`src/design/kms_pkg.sv`:
```
// ----------------------------------------------------------------------------
// kms_pkg - key matrix scan shared types and constants
// Request/response payload structs, action codes and default matrix size.
// ----------------------------------------------------------------------------
package kms_pkg;

  localparam int DEF_NUM_COLS = 8;
  localparam int DEF_NUM_ROWS = 7;

  // Fixed field widths of the request and response payloads
  localparam int ACTION_W = 2;
  localparam int KEY_IDX_W = 3;
  localparam int COL_W = 8;
  localparam int ROW_W = 7;

  // Action codes; the unused code behaves as a plain scan
  localparam logic [ACTION_W-1:0] ACT_SCAN = 2'd0;
  localparam logic [ACTION_W-1:0] ACT_PRESS = 2'd1;
  localparam logic [ACTION_W-1:0] ACT_RELEASE = 2'd2;

  typedef struct packed {
    logic [ACTION_W-1:0]  action;
    logic [KEY_IDX_W-1:0] key_col;
    logic [KEY_IDX_W-1:0] key_row;
    logic [COL_W-1:0]     col_drive;
    logic [ROW_W-1:0]     row_drive;
  } kms_req_t;

  typedef struct packed {
    logic [ROW_W-1:0] row_sense;
    logic [COL_W-1:0] col_sense;
  } kms_rsp_t;

endpackage

```
`src/design/key_matrix_scan_with_ghosting.sv`:
```
// ----------------------------------------------------------------------------
// key_matrix_scan_with_ghosting - keyboard matrix model with ghost keys
// Holds the pressed-key set and resolves sensed row/column lines per request.
// ----------------------------------------------------------------------------
// Each request first presses or releases one matrix point (out-of-range points
// and the spare action code change nothing), then resolves the sensed lines
// for the given active-low column and row drives, ghost keys included. A bit
// low in row_sense/col_sense means that line is pulled low; lines beyond the
// matrix size read high. The key store is cleared by reset. All work runs
// through one column-wide unit that visits one column per cycle (it holds on
// the last column of the final pass while the output register is full): a
// direct pass, then column-closure passes until nothing changes, then
// row-closure passes until nothing changes. Each closure runs at least one
// pass, and the row closure runs at least two once any column is pulled low.
// in_stall is high while a request is being resolved. The result sits in an
// output register, so the next request can be taken while the previous
// result still waits on out_stall.
module key_matrix_scan_with_ghosting #(
  parameter int NUM_COLS = kms_pkg::DEF_NUM_COLS,
  parameter int NUM_ROWS = kms_pkg::DEF_NUM_ROWS
) (
  input  logic             clk,
  input  logic             rst_n,
  input  logic             in_valid,
  output logic             in_stall,
  input  kms_pkg::kms_req_t in_req,
  output logic             out_valid,
  input  logic             out_stall,
  output kms_pkg::kms_rsp_t out_rsp
);
  import kms_pkg::*;

  localparam int CIW = $clog2(NUM_COLS);
  localparam logic [CIW-1:0] LAST_COL = CIW'(NUM_COLS - 1);

  // One-hot sequencer
  typedef enum logic [3:0] {
    S_IDLE   = 4'b0001,
    S_DIRECT = 4'b0010,
    S_COLCL  = 4'b0100,
    S_ROWCL  = 4'b1000
  } state_t;

  state_t               state_r, state_nxt;
  logic [CIW-1:0]       col_idx_r, col_idx_nxt;
  logic [NUM_ROWS-1:0]  pk_r [NUM_COLS];     // pressed keys, one row mask per column
  logic [NUM_ROWS-1:0]  row_low_r, row_low_nxt;
  logic [NUM_COLS-1:0]  col_low_r, col_low_nxt;
  logic [NUM_ROWS-1:0]  touch_r, touch_nxt;  // rows reached by pulled-low columns
  logic                 chg_r, chg_nxt;      // something changed during this pass
  logic [NUM_COLS-1:0]  col_drv_r, col_drv_nxt;
  logic [NUM_ROWS-1:0]  row_drv_r, row_drv_nxt;
  logic                 out_valid_r, out_valid_nxt;
  kms_rsp_t             out_rsp_r, out_rsp_nxt;

  logic [NUM_COLS-1:0]  col_drv_ext;
  logic [NUM_ROWS-1:0]  row_drv_ext;
  logic [NUM_ROWS-1:0]  pk_sel;
  logic [NUM_COLS-1:0]  col_bit;
  logic                 in_acc;
  logic                 out_free;
  logic                 key_ok;
  logic [CIW-1:0]       key_idx;
  logic [NUM_ROWS-1:0]  key_mask;
  kms_rsp_t             rsp_calc;

  // Drives widened to the matrix size; absent drive bits count as driven low
  for (genvar g = 0; g < NUM_COLS; g++) begin : g_cdrv
    if (g < COL_W) begin : g_in
      assign col_drv_ext[g] = in_req.col_drive[g];
    end else begin : g_pad
      assign col_drv_ext[g] = 1'b0;
    end
  end
  for (genvar g = 0; g < NUM_ROWS; g++) begin : g_rdrv
    if (g < ROW_W) begin : g_in
      assign row_drv_ext[g] = in_req.row_drive[g];
    end else begin : g_pad
      assign row_drv_ext[g] = 1'b0;
    end
  end

  // Sensed lines: inverted pull-low sets, missing lines read high
  for (genvar g = 0; g < COL_W; g++) begin : g_csense
    if (g < NUM_COLS) begin : g_in
      assign rsp_calc.col_sense[g] = ~col_low_nxt[g];
    end else begin : g_pad
      assign rsp_calc.col_sense[g] = 1'b1;
    end
  end
  for (genvar g = 0; g < ROW_W; g++) begin : g_rsense
    if (g < NUM_ROWS) begin : g_in
      assign rsp_calc.row_sense[g] = ~row_low_nxt[g];
    end else begin : g_pad
      assign rsp_calc.row_sense[g] = 1'b1;
    end
  end

  assign in_acc   = in_valid && !in_stall;
  assign out_free = !out_valid_r || !out_stall;
  assign key_ok   = (in_req.action == ACT_PRESS || in_req.action == ACT_RELEASE) &&
                    (int'(in_req.key_col) < NUM_COLS) &&
                    (int'(in_req.key_row) < NUM_ROWS);
  assign key_idx  = CIW'(in_req.key_col);
  assign key_mask = NUM_ROWS'(1) << in_req.key_row;

  // Shared column unit operand
  assign pk_sel  = pk_r[col_idx_r];
  assign col_bit = NUM_COLS'(1) << col_idx_r;

  always_comb begin
    state_nxt     = state_r;
    col_idx_nxt   = col_idx_r;
    row_low_nxt   = row_low_r;
    col_low_nxt   = col_low_r;
    touch_nxt     = touch_r;
    chg_nxt       = chg_r;
    col_drv_nxt   = col_drv_r;
    row_drv_nxt   = row_drv_r;
    out_valid_nxt = out_valid_r && out_stall;
    out_rsp_nxt   = out_rsp_r;

    case (state_r)
      S_IDLE: begin
        if (in_valid) begin
          col_drv_nxt = col_drv_ext;
          row_drv_nxt = row_drv_ext;
          col_idx_nxt = '0;
          row_low_nxt = '0;
          col_low_nxt = '0;
          state_nxt   = S_DIRECT;
        end
      end
      S_DIRECT: begin
        // Driven column pulls its keyed rows; a column keyed on a driven row is pulled
        if (!col_drv_r[col_idx_r]) begin
          row_low_nxt = row_low_r | pk_sel;
        end
        if (|(pk_sel & ~row_drv_r)) begin
          col_low_nxt = col_low_r | col_bit;
        end
        if (col_idx_r == LAST_COL) begin
          col_idx_nxt = '0;
          chg_nxt     = 1'b0;
          state_nxt   = S_COLCL;
        end else begin
          col_idx_nxt = col_idx_r + 1'b1;
        end
      end
      S_COLCL: begin
        if (|(row_low_r & pk_sel)) begin
          row_low_nxt = row_low_r | pk_sel;
          col_low_nxt = col_low_r | col_bit;
        end
        chg_nxt = chg_r || (row_low_nxt != row_low_r) || (col_low_nxt != col_low_r);
        if (col_idx_r == LAST_COL) begin
          col_idx_nxt = '0;
          if (chg_nxt) begin
            chg_nxt = 1'b0;
          end else begin
            touch_nxt = '0;
            state_nxt = S_ROWCL;
          end
        end else begin
          col_idx_nxt = col_idx_r + 1'b1;
        end
      end
      S_ROWCL: begin
        // A pulled-low column spreads to every column sharing a keyed row
        if (col_low_r[col_idx_r] || |(pk_sel & touch_r)) begin
          col_low_nxt = col_low_r | col_bit;
          touch_nxt   = touch_r | pk_sel;
          row_low_nxt = row_low_r | pk_sel;
        end
        chg_nxt = chg_r || (col_low_nxt != col_low_r) || (touch_nxt != touch_r);
        if (col_idx_r == LAST_COL) begin
          if (chg_nxt) begin
            col_idx_nxt = '0;
            chg_nxt     = 1'b0;
          end else if (out_free) begin
            out_valid_nxt = 1'b1;
            out_rsp_nxt   = rsp_calc;
            col_idx_nxt   = '0;
            state_nxt     = S_IDLE;
          end
          // else: stable, hold on the last column until the output slot frees
        end else begin
          col_idx_nxt = col_idx_r + 1'b1;
        end
      end
      default: begin
        state_nxt = S_IDLE;
      end
    endcase
  end

  always_ff @(posedge clk) begin
    if (!rst_n) begin
      state_r     <= S_IDLE;
      col_idx_r   <= '0;
      chg_r       <= 1'b0;
      out_valid_r <= 1'b0;
    end else begin
      state_r     <= state_nxt;
      col_idx_r   <= col_idx_nxt;
      chg_r       <= chg_nxt;
      out_valid_r <= out_valid_nxt;
    end
  end

  always_ff @(posedge clk) begin
    row_low_r <= row_low_nxt;
    col_low_r <= col_low_nxt;
    touch_r   <= touch_nxt;
    col_drv_r <= col_drv_nxt;
    row_drv_r <= row_drv_nxt;
    out_rsp_r <= out_rsp_nxt;
  end

  // Key store, updated as a request is taken
  always_ff @(posedge clk) begin
    if (!rst_n) begin
      for (int i = 0; i < NUM_COLS; i++) begin
        pk_r[i] <= '0;
      end
    end else if (in_acc && key_ok) begin
      if (in_req.action == ACT_PRESS) begin
        pk_r[key_idx] <= pk_r[key_idx] | key_mask;
      end else begin
        pk_r[key_idx] <= pk_r[key_idx] & ~key_mask;
      end
    end
  end

  assign in_stall  = (state_r != S_IDLE);
  assign out_valid = out_valid_r;
  assign out_rsp   = out_rsp_r;

endmodule
```
`config.mk`:
```
export PLATFORM = sky130hd
export DESIGN_NAME = key_matrix_scan_with_ghosting
export DESIGN_NICKNAME = d
export VERILOG_FILES = /design/src/design/kms_pkg.sv /design/src/design/key_matrix_scan_with_ghosting.sv
export SDC_FILE = /design/constraint.sdc
export NUM_CORES = 1
export LEC_CHECK = 0
export ABC_AREA = 1
export BUFFER_PORTS_ARGS = -buffer_cell sky130_fd_sc_hd__buf_2
export CELL_PAD_IN_SITES_DETAIL_PLACEMENT = 1
export CELL_PAD_IN_SITES_GLOBAL_PLACEMENT = 1
export CORE_MARGIN = 2
export CORE_UTILIZATION = 35
export CTS_BUF_LIST = sky130_fd_sc_hd__clkbuf_4
export CTS_CLUSTER_SIZE = 30
export DETAILED_ROUTE_END_ITERATION = 10
export GPL_ROUTABILITY_DRIVEN = 0
export PLACE_DENSITY_LB_ADDON = 0.1
export SETUP_SLACK_MARGIN = 0.15
export SLEW_MARGIN = 10
export SYNTH_ARGS = -nofsm -noshare
export SYNTH_HDL_FRONTEND = slang
export SYNTH_SLANG_ARGS = --single-unit
```
`constraint.sdc`:
```
create_clock -name clk -period 6.3 [get_ports clk]
set_clock_uncertainty 0.2 [all_clocks]
set_input_delay 1.89 -clock clk [delete_from_list [all_inputs] [get_ports clk]]
set_output_delay 1.89 -clock clk [all_outputs]
set_load 0.01 [all_outputs]
```
==> flow_metrics.env <==
export IMPL_fillCellCount=2433
export IMPL_vias=6229
export IMPL_synthesis_area_sq_mm=0.00688
export IMPL_critical_path_class="input port to flip-flop"
export IMPL_cellPowerDensity_mw_per_mm2=447
export IMPL_holdBufCountCts=0
export IMPL_place_inst=1146
export IMPL_yosys_register_bits=120
export IMPL_grt_overflow_total=0
export IMPL_min_from="state_r[2]"
export IMPL_min_path_type="flip-flop to flip-flop"
export IMPL_num_rows=51
export IMPL_clock_root_buffer="clkbuf_4"
export IMPL_setup_violations=0
export IMPL_final_max_slew_viol_count=0
export IMPL_antenna_left=0
export IMPL_grt_pass1_wl_mm=35.1
export IMPL_design_area_sq_mm=0.00759
export IMPL_max_slew_margin_pct=32.8
export IMPL_synthCells=862
export IMPL_setup_tns_ns=0
export IMPL_coreArea_sq_mm=0.0194
export IMPL_final_nets=934
export IMPL_outcome="finished clean"
export IMPL_post_cts_repair_setup_buffers=0
export IMPL_wl_per_cell_um=19.5
export IMPL_placed_area_sq_mm=0.00728
export IMPL_clk_latency_ns=0.59
export IMPL_ctsResizeCount=0
export IMPL_grt_pass1_vias=6219
export IMPL_htreeDepth=4
export IMPL_tightestPinTransition_ns=0.980
export IMPL_synth_ff_type="edfxtp_1"
export IMPL_gr_usage_all_layers_pct=23.0
export IMPL_multi_input_comb_area_sq_mm=0.00285
export IMPL_drtPass1Iterations=4
export IMPL_period_share_pct=67.4
export IMPL_cp_max_fo=29
export IMPL_cts_tree="yes"
export IMPL_dp_hpwl_mm=16.9
export IMPL_synth_edf_count=93
export IMPL_synth_fp_nets=896
export IMPL_crit_start="in_req[18]"
export IMPL_io_pin_count=44
export IMPL_worstPathArrival_ns=4.36
export IMPL_final_common_cell="nand2_1"
export IMPL_drc_errors=0
export IMPL_synth_seq_area_share_pct=48.5
export IMPL_die_y_um=144
export IMPL_timing_fmax_mhz=235
export IMPL_power_mw=3.39
export IMPL_grt_setup_unrepaired="no"
export IMPL_cts_clk_slew_worst_paths_ns=0.14
export IMPL_numCtsBuffers=17
export IMPL_instances_no_fill=1179
export IMPL_yosysUniqueCellTypes=42
export IMPL_numClockSinks=120
export IMPL_end_kind="flip-flop"
export IMPL_yosys_warnings=0
export IMPL_hold_violations=0
export IMPL_crit_required_ns=6.41
export IMPL_critPathLaunchType="input port"
export IMPL_dieWidth_um=144
export IMPL_ir_drop_mv=0.163
export IMPL_pre_cts_slack_ns=1.29
export IMPL_fin_crit_ns=4.25
export IMPL_dieArea_sq_mm=0.0208
export IMPL_clock_path_buffers=2
export IMPL_cap_violations=0
export IMPL_synth_avg_cell_area_sq_um=7.98
export IMPL_setup_ws_ns=2.05
export IMPL_initial_core_util_pct=35.4
export IMPL_ff_latch_area_sq_mm=0.00333
export IMPL_final_core_util_pct=39.1
export IMPL_drtIter0Drc=460
export IMPL_grt_max_degree=31
export IMPL_holdWs_ns=0.335
export IMPL_mostFrequentLayoutCells="nand2_1, inv_1, nor2_1"
export IMPL_syn2layout_area_growth_pct=10.4
export IMPL_antenna_found_initial=1
export IMPL_drt_total_wl_mm=23.0
export IMPL_io_buffers=43
export IMPL_routed_via_density=5.28
export IMPL_async_flop_share_pct=0
export IMPL_drive_gt1_share_pct=13.0
export IMPL_p_leak_nw=3.35
==> synthesized netlist by cell type (2+ instances only) <==
master / number / area share (%)
o21ai_0: 41 / 3.0
o21a_1: 2 / 0.22
o22ai_1: 26 / 2.4
nand2_2: 6 / 0.55
o2111ai_1: 5 / 0.64
nand3_2: 7 / 1.0
nor2_1: 110 / 6.0
nor3_1: 6 / 0.44
dfxtp_1: 27 / 7.9
clkbuf_1: 14 / 0.76
buf_6: 8 / 1.3
edfxtp_1: 93 / 41
nor3_2: 2 / 0.29
nand2_1: 167 / 9.1
nand3_1: 101 / 7.4
nor2_2: 7 / 0.64
buf_8: 2 / 0.44
nand3b_1: 2 / 0.22
clkinv_1: 2 / 0.11
buf_2: 4 / 0.29
nor2_4: 2 / 0.33
o221ai_1: 2 / 0.25
o21ai_1: 4 / 0.29
inv_1: 131 / 7.2
inv_2: 5 / 0.27
a21oi_1: 46 / 3.3
ha_1: 7 / 1.3
o32ai_1: 5 / 0.64
nand4_1: 3 / 0.27
o211ai_1: 13 / 1.4
==> cell families after synthesis <==
logic type | synth area share, %
fa+ha+maj | 1.27
compound gates | 13.0
simple gates | 26.6
buf+inv | 10.6
mux | 0.146
flops | 48.5
==> report_power, final <==
group	switching [mW]	leakage, nW	internal (mW)
clock network	0.378	0.157	0.213
registers	0.159	1.14	0.999
logic	1.17	2.05	0.476
==> worst paths after layout <==
check / depth (start not counted) / slack (ns) / to
setup / recovery: 6 / 2.05 / pk_r[1][5]
hold / removal: 2 / 0.33 / state_r[2]
hold reg to reg: 2 / 0.33 / state_r[2]
setup reg to reg: 18 / 2.16 / out_rsp[8]
==> critical path, stage by stage <==
cell       delay [ns]
buf_2            0.45
clkinv_1         0.60
o21ai_0          0.36
o2111ai_1        0.15
mux2i_1          0.80
nor2_1           0.09
==> sequential cells by signal (all words and copies together), names as in the netlist, named ones only <==
register / cells
out_rsp: 15
row_low_r: 7
col_idx_r: 3
col_low_r: 8
chg_r: 1
pk_r: 56
row_drv_r: 7
touch_r: 7
out_valid: 1
state_r: 4
col_drv_r: 8
==> layout make-up <==
class	instances	area share, %
clock inverter	15	2.11
clock buffer	17	1.68
timing repair buffer	48	3.33
multi-input combinational	574	37.6
inverter	139	6.94
tap	265	4.37
antenna	1	0.0330
sequential	120	43.9
==> layer usage <==
metal  up-vias  share of wire [%]  GRT usage [%]
li1       2972                  -              -
met1      3070                 50           33.1
met2       153                 44           34.6
met3        34                4.5           4.24
met4         0                2.2           8.23
met5         -                  0              0
Note: power is estimated with default switching activity, not from simulation.
